[config.mk]
export PLATFORM = sky130hd
export DESIGN_NAME = touch_press_qualifier_top
export DESIGN_NICKNAME = d
export VERILOG_FILES = /design/src/rtl/tpq_pkg.sv /design/src/rtl/tpq_cfg_regs.sv /design/src/rtl/tpq_datapath.sv /design/src/rtl/touch_press_qualifier_top.sv
export SDC_FILE = /design/constraint.sdc
export NUM_CORES = 2
export LEC_CHECK = 0
export ABC_AREA = 1
export BUFFER_PORTS_ARGS = -buffer_cell sky130_fd_sc_hd__buf_2
export CELL_PAD_IN_SITES_DETAIL_PLACEMENT = 0
export CELL_PAD_IN_SITES_GLOBAL_PLACEMENT = 1
export CORE_MARGIN = 8
export CORE_UTILIZATION = 46
export CTS_BUF_LIST = sky130_fd_sc_hd__clkbuf_4 sky130_fd_sc_hd__clkbuf_8
export DETAILED_ROUTE_END_ITERATION = 12
export GPL_TIMING_DRIVEN = 1
export PLACE_DENSITY = 0.79
export SYNTH_ARGS = -nofsm -noshare
export SYNTH_HDL_FRONTEND = slang
export SYNTH_SLANG_ARGS = --single-unit
[constraint.sdc]
create_clock -name clk -period 8.6 [get_ports clk]
set_input_delay 1.29 -clock clk [delete_from_list [all_inputs] [get_ports clk]]
set_output_delay 1.29 -clock clk [all_outputs]
set_load 0.01 [all_outputs]
[src/rtl/tpq_pkg.sv]
// Shared types, constants and register indexes for the touch press qualifier.
`default_nettype none

package tpq_pkg;

  localparam int unsigned PadCountDefault = 3;

  localparam int unsigned PadIdxW   = 2;
  localparam int unsigned ReadingW  = 16;
  localparam int unsigned TimeW     = 32;
  localparam int unsigned WeightW   = 16;
  localparam int unsigned CfgIdxW   = 2;
  localparam int unsigned CfgDataW  = 16;

  localparam int unsigned InDataW   = 56;
  localparam int unsigned OutDataW  = 24;

  localparam logic [ReadingW-1:0] ThrMax = 16'hFFFF;

  localparam logic [15:0] LongTouchMsRst = 16'd1000;
  localparam logic [15:0] KeepWeightRst  = 16'd62259;
  localparam logic [15:0] LearnWeightRst = 16'd2294;
  localparam logic [15:0] CalibWeightRst = 16'd45875;

  typedef enum logic [CfgIdxW-1:0] {
    CFG_LONG_TOUCH_MS = 2'd0,
    CFG_KEEP_WEIGHT   = 2'd1,
    CFG_LEARN_WEIGHT  = 2'd2,
    CFG_CALIB_WEIGHT  = 2'd3
  } cfg_idx_t;

  typedef enum logic {
    REQ_MEASURE   = 1'b0,
    REQ_CALIBRATE = 1'b1
  } req_type_t;

  typedef struct packed {
    logic [15:0]        long_touch_ms;
    logic [WeightW-1:0] keep_weight;
    logic [WeightW-1:0] learn_weight;
    logic [WeightW-1:0] calib_weight;
  } cfg_t;

  typedef struct packed {
    logic [ReadingW-1:0] threshold;
    logic                held;
    logic                long_hold;
    logic [TimeW-1:0]    press_time;
  } pad_state_t;

  typedef struct packed {
    req_type_t           req_type;
    logic [PadIdxW-1:0]  pad_index;
    logic [ReadingW-1:0] reading_sum;
    logic [TimeW-1:0]    now_ms;
  } in_item_t;

  typedef struct packed {
    logic                is_touched;
    logic                press_event;
    logic                long_start;
    logic                bright_toggle;
    logic                release_event;
    logic [ReadingW-1:0] threshold_now;
  } out_item_t;

endpackage

`default_nettype wire

[src/rtl/tpq_cfg_regs.sv]
// Configuration register file for the touch press qualifier.
`default_nettype none

module tpq_cfg_regs
  import tpq_pkg::*;
(
  input  wire logic                clk,
  input  wire logic                rst_n,
  input  wire logic                cfg_we,
  input  wire logic [CfgIdxW-1:0]  cfg_index,
  input  wire logic [CfgDataW-1:0] cfg_wdata,
  output cfg_t                     cfg
);

  cfg_t cfg_r;
  cfg_t cfg_nxt;

  always_comb begin
    cfg_nxt = cfg_r;
    if (cfg_we) begin
      case (cfg_idx_t'(cfg_index))
        CFG_LONG_TOUCH_MS: cfg_nxt.long_touch_ms = cfg_wdata;
        CFG_KEEP_WEIGHT:   cfg_nxt.keep_weight   = cfg_wdata;
        CFG_LEARN_WEIGHT:  cfg_nxt.learn_weight  = cfg_wdata;
        CFG_CALIB_WEIGHT:  cfg_nxt.calib_weight  = cfg_wdata;
        default:           cfg_nxt = cfg_r;
      endcase
    end
  end

  always_ff @(posedge clk) begin
    if (!rst_n) begin
      cfg_r.long_touch_ms <= LongTouchMsRst;
      cfg_r.keep_weight   <= KeepWeightRst;
      cfg_r.learn_weight  <= LearnWeightRst;
      cfg_r.calib_weight  <= CalibWeightRst;
    end else begin
      cfg_r <= cfg_nxt;
    end
  end

  assign cfg = cfg_r;

endmodule

`default_nettype wire

[src/rtl/tpq_datapath.sv]
// Threshold update, touch decision and event logic for one request.
`default_nettype none

module tpq_datapath
  import tpq_pkg::*;
(
  input  wire in_item_t   item,
  input  wire logic       pad_ok,
  input  wire cfg_t       cfg,
  input  wire pad_state_t cur,
  output pad_state_t      nxt,
  output out_item_t       res
);

  logic [2*ReadingW-1:0] calib_prod;
  logic [2*ReadingW-1:0] keep_prod;
  logic [2*ReadingW-1:0] learn_prod;
  logic [2*ReadingW:0]   acc;
  logic [ReadingW:0]     acc_hi;
  logic [ReadingW-1:0]   track_thr;
  logic [TimeW-1:0]      elapsed;
  logic                  is_long;
  logic                  touched;

  assign calib_prod = item.reading_sum * cfg.calib_weight;
  assign keep_prod  = cur.threshold * cfg.keep_weight;
  assign learn_prod = item.reading_sum * cfg.learn_weight;
  assign acc        = {1'b0, keep_prod} + {1'b0, learn_prod};
  assign acc_hi     = acc[2*ReadingW:ReadingW];
  // The weighted sum can exceed 16 bits when the weights add past one.
  assign track_thr  = acc_hi[ReadingW] ? ThrMax : acc_hi[ReadingW-1:0];
  assign touched    = item.reading_sum < track_thr;
  assign elapsed    = item.now_ms - cur.press_time;
  assign is_long    = elapsed > {{(TimeW-16){1'b0}}, cfg.long_touch_ms};

  always_comb begin
    nxt = cur;
    res = '0;
    if (pad_ok) begin
      if (item.req_type == REQ_CALIBRATE) begin
        nxt.threshold = calib_prod[2*ReadingW-1:ReadingW];
      end else begin
        nxt.threshold  = track_thr;
        res.is_touched = touched;
        if (touched) begin
          if (cur.held) begin
            if (is_long) begin
              nxt.long_hold     = 1'b1;
              res.long_start    = !cur.long_hold;
              res.bright_toggle = 1'b1;
            end
          end else begin
            res.press_event = 1'b1;
            nxt.held        = 1'b1;
            nxt.press_time  = item.now_ms;
          end
        end else begin
          res.release_event = cur.held;
          nxt.held          = 1'b0;
          nxt.long_hold     = 1'b0;
        end
      end
      res.threshold_now = nxt.threshold;
    end
  end

endmodule

`default_nettype wire

[src/rtl/touch_press_qualifier_top.sv]
// Top level of the touch press qualifier: input register, pad state and result register.
//
// Usage: each request on the in_ stream carries one summed pad reading with a
// millisecond timestamp; in_tuser says whether it measures or calibrates. Every
// request yields exactly one result on the out_ stream with the touch flag,
// the press, long-start, brightness-toggle and release events, and the pad
// threshold after the update.
// Pipeline: an accepted request is captured in the input register; its result then
// moves to the result register, which drives out_tvalid. Throughput is one request per
// cycle while out_tready allows; per-pad state is read and written as the result is
// registered, so consecutive requests to the same pad see each other's updates.
// Stalls: while out_tready is low the result register holds, the input
// register still takes one more request, and in_tready then drops until
// the result is taken.
// Reset (rst_n low, synchronous): all pad thresholds go to 65535, held and long flags
// clear, configuration returns to its defaults, both stages empty. The user writes
// configuration via cfg_we/cfg_index/cfg_wdata only while idle; the block does not check.
`default_nettype none

module touch_press_qualifier_top
  import tpq_pkg::*;
#(
  parameter int unsigned PAD_COUNT = PadCountDefault
) (
  input  wire logic                clk,
  input  wire logic                rst_n,
  input  wire logic                in_tvalid,
  output logic                     in_tready,
  // [1:0] pad_index, [17:2] reading_sum, [49:18] now_ms, [55:50] zero
  input  wire logic [InDataW-1:0]  in_tdata,
  // [0] req_type
  input  wire logic                in_tuser,
  output logic                     out_tvalid,
  input  wire logic                out_tready,
  // [0] is_touched, [1] press_event, [2] long_start, [3] bright_toggle,
  // [4] release_event, [20:5] threshold_now, [23:21] zero
  output logic [OutDataW-1:0]      out_tdata,
  input  wire logic                cfg_we,
  input  wire logic [CfgIdxW-1:0]  cfg_index,
  input  wire logic [CfgDataW-1:0] cfg_wdata
);

  localparam int unsigned PadAw = (PAD_COUNT > 1) ? $clog2(PAD_COUNT) : 1;

  cfg_t       cfg;
  in_item_t   in_r;
  logic       in_vld_r;
  out_item_t  out_r;
  logic       out_vld_r;
  logic       advance;
  logic       pad_ok;
  logic [PadAw-1:0] pad_sel;
  pad_state_t cur_state;
  pad_state_t nxt_state;
  out_item_t  res;

  logic [ReadingW-1:0] thr_r        [PAD_COUNT];
  logic                held_r       [PAD_COUNT];
  logic                long_r       [PAD_COUNT];
  logic [TimeW-1:0]    press_time_r [PAD_COUNT];

  tpq_cfg_regs u_cfg (
    .clk       (clk),
    .rst_n     (rst_n),
    .cfg_we    (cfg_we),
    .cfg_index (cfg_index),
    .cfg_wdata (cfg_wdata),
    .cfg       (cfg)
  );

  assign advance   = in_vld_r && (!out_vld_r || out_tready);
  assign in_tready = !in_vld_r || advance;

  always_ff @(posedge clk) begin
    if (!rst_n) begin
      in_vld_r <= 1'b0;
    end else if (in_tready) begin
      in_vld_r <= in_tvalid;
    end
  end

  always_ff @(posedge clk) begin
    if (in_tready && in_tvalid) begin
      in_r.req_type    <= req_type_t'(in_tuser);
      in_r.pad_index   <= in_tdata[1:0];
      in_r.reading_sum <= in_tdata[17:2];
      in_r.now_ms      <= in_tdata[49:18];
    end
  end

  assign pad_ok  = 32'(in_r.pad_index) < PAD_COUNT;
  assign pad_sel = PadAw'(in_r.pad_index);

  always_comb begin
    cur_state = '0;
    if (pad_ok) begin
      cur_state.threshold  = thr_r[pad_sel];
      cur_state.held       = held_r[pad_sel];
      cur_state.long_hold  = long_r[pad_sel];
      cur_state.press_time = press_time_r[pad_sel];
    end
  end

  tpq_datapath u_dp (
    .item   (in_r),
    .pad_ok (pad_ok),
    .cfg    (cfg),
    .cur    (cur_state),
    .nxt    (nxt_state),
    .res    (res)
  );

  always_ff @(posedge clk) begin
    if (!rst_n) begin
      for (int p = 0; p < PAD_COUNT; p++) begin
        thr_r[p]        <= ThrMax;
        held_r[p]       <= 1'b0;
        long_r[p]       <= 1'b0;
        press_time_r[p] <= '0;
      end
    end else if (advance && pad_ok) begin
      thr_r[pad_sel]        <= nxt_state.threshold;
      held_r[pad_sel]       <= nxt_state.held;
      long_r[pad_sel]       <= nxt_state.long_hold;
      press_time_r[pad_sel] <= nxt_state.press_time;
    end
  end

  always_ff @(posedge clk) begin
    if (!rst_n) begin
      out_vld_r <= 1'b0;
    end else if (advance) begin
      out_vld_r <= 1'b1;
    end else if (out_tready) begin
      out_vld_r <= 1'b0;
    end
  end

  always_ff @(posedge clk) begin
    if (advance) begin
      out_r <= res;
    end
  end

  assign out_tvalid = out_vld_r;
  assign out_tdata  = {{(OutDataW-21){1'b0}}, out_r.threshold_now, out_r.release_event,
                       out_r.bright_toggle, out_r.long_start, out_r.press_event,
                       out_r.is_touched};

endmodule

`default_nettype wire
==> qor.csv <==
stage,metric,value,unit
clock_tree,ctsHtreeMaxLevel,2,
logic_synthesis,synth-xor-area-share,0.00909,
logic_synthesis,synth_cell_types,46,
placed_design,io_buffers,96,
layout,multi_input_area,29200,sq um
layout,drive_above_1_share,0.170,
placed_design,dp_hpwl,99700,microns
timing,setup_ws,-0.753,ns
clock_tree,cts_made_buffers,57,
layout,fillers,8438,
route,drc,0,
layout,area_growth,19.0,%
setup_path,arrival,9.78,ns
timing,rsz0062_at_grt,true,
floorplanning,ios,106,
global_route,grt_pass1_wl,203000,microns
setup_path,critPathLaunchType,flop,
clock_tree,cts.sinks,340,
setup_path,crit_slowest_cell,fa_1,
timing,worstMarginPinSlew,1.07,ns
floorplanning,die_y,320,microns
logic_synthesis,syn-cell-area,42400,sq um
setup_path,ff2ff_setup_slack,-0.75,ns
logic_synthesis,synthCells,5077,
timing,skew,0.0730,ns
route,vias,34400,
floorplanning,core,91500,sq um
clock_tree,cts.clk_slew.worst_paths,0.07,ns
run_status,status,"complete, but fails checks",
logic_synthesis,ys_seq_elements,340,
clock_tree,cts.path.max_buffers,3,
logic_synthesis,synth_ff_type,edfxtp_1,
logic_synthesis,synth_top_area_share,0.302,
route,vias_per_cell,5.14,
global_route,grt_max_degree,69,
hold_path,min-delay-start,long_r[0],
route,drt_iter0_drc,2514,
route,finalWirelength,129000,microns
logic_synthesis,synthTopCellsByArea,"fa_1, edfxtp_1, ha_1, inv_1, nand2_1",
logic_synthesis,synth-simple-area-share,0.173,
setup_path,cp.required,9.02,ns
route,drt_pass1_iterations,6,
logic_synthesis,ys.warnings.count,0,
run_status,violations,setup timing,
timing,period_share,1.09,
layout,layout_common_cells,"inv_1, nand2_1, fa_1",
floorplanning,placementRows,111,
floorplanning,die-area,102000,sq um
layout,fin_nets,6542,
route,wl_per_cell,19.2,microns
timing,setup_viol,141,
hold_path,hold_path_class,reg2reg,
global_route,grt_pass1_vias,35800,
logic_synthesis,synth_edf_count,266,
setup_path,path_max_fanout,7,
setup_path,cp_common_cell,fa_1,
logic_synthesis,synthMuxAreaShare,0,
clock_tree,clk_latency,0.71,ns
floorplanning,start_util,0.463,
timing,clock.fmax,107,MHz
timing,hold_violations,0,
logic_synthesis,synth_area_per_cell,8.35,sq um
global_route,grt_antenna_before_repair,8,
timing,min_period,9.35,ns
timing,whs,0.470,ns
global_route,grt_overflow_total,0,
route,ant_nets,0,
global_route,grt_use_total,0.252,
logic_synthesis,synth_top_family_by_area,adder cells,
clock_tree,root_buffer,clkbuf_8,
job,max_cap_viol_count,0,
logic_synthesis,synth_compound_area_frac,0.0601,
setup_path,critical_path_class,reg2reg,
timing,slew_violations,0,
setup_path,end_kind,flop,
logic_synthesis,yosysTopAreaCell,fa_1,
logic_synthesis,seq_area_frac_synth,0.223,
placed_design,finalWeightedCongestion,0.900,
logic_synthesis,async_flop_share,0,
setup_path,cpPeakStageDelay,0.57,ns
timing,relSlewSlack,0.285,
layout,layout_commonest_cell,inv_1,
clock_tree,cts_tree,built,
layout,ff_latch_area,9480,sq um
floorplanning,die_x,320,microns
logic_synthesis,synthAdderAreaFrac,0.409,
==> final cells by class <==
| type | count | share of cell area |
|---|---|---|
| Sequential cell | 340 | 0.188 |
| Multi-Input combinational cell | 3389 | 0.578 |
| Clock buffer | 85 | 0.0213 |
| Tap cell | 1186 | 0.0294 |
| Timing Repair Buffer | 508 | 0.0891 |
| Inverter | 1164 | 0.0872 |
| Clock inverter | 23 | 0.00726 |
| Antenna cell | 4 | 0.000198 |
==> cells by family (layout without fill, tap and decap cells) <==
| kind of cell | Yosys count | after routing |
|---|---|---|
| compound gates | 442 | 442 |
| other cells | 1 | 57 |
| flops | 340 | 340 |
| xor+xnor | 44 | 44 |
| buf+inv | 1400 | 1780 |
| fa+ha+maj | 1002 | 1002 |
| simple gates | 1848 | 1848 |
==> registers in the layout (all words and copies together), names as in the netlist, 2 cells and up, named ones only <==
name,count
held_r,4
out_tdata,21
long_r,4
u_cfg.cfg,64
thr_r,64
press_time_r,128
in_r,49
pad_sel,2
==> critical path: cells and delay by family (launching register included) <==
family	cells	cell delay (ns)
adder cells (fa/ha/maj)	10	4.51
buffers and inverters	15	1.72
AO/OA/AOI/OAI	10	1.47
AND/OR/NAND/NOR	10	0.98
flip-flops	1	0.38
==> metal layers <==
metal  part of all wire  GRT usage
met1               0.41      0.335
met2               0.47      0.417
met3              0.074     0.0371
met4              0.044     0.0976
met5           0.000085          0
==> repair_timing <==
item                       4_1_cts  5_1_grt
resized for setup              109      297
gates cloned                     7        4
buffers inserted                19       30
hold buffers                     0        0
pin swaps                       42      153
setup endpoints to repair      141      181
==> synth_stat cells, drive strengths merged (25+ instances only) <==
library cell,instances
clkbuf,220
nand3,86
nand2,1161
fa,640
nand4,48
xor2,31
nor2,514
o211ai,25
inv,1158
ha,362
dfxtp,74
edfxtp,266
a21oi,187
o21ai,145
==> metrics by stage <==
stage / cell area, sq um / TNS [ns] / cells / utilization / setup WS, ns
global route: 50500 / -131.33 / 6696 / 0.551 / -0.985
global placement: 47000 / -100.47 / 6534 / 0.513 / -0.755
CTS: 49200 / -79.73 / 6668 / 0.538 / -0.652
detailed placement: 47000 / -121.46 / 6534 / 0.513 / -0.919
finish: 50500 / -96.62 / 6699 / 0.551 / -0.753
floorplan: 42800 / -12.19 / 5129 / - / -0.110
==> worst paths after layout <==
check | endpoint | depth (start not counted)
max reg2reg | press_time_r[2][21] | 45
min reg2reg | long_r[0] | 2
max | press_time_r[2][21] | 45
min | long_r[0] | 2
Power is not shown: default switching activity piles up to over one toggle a cycle in this logic, so the estimate is an artifact.
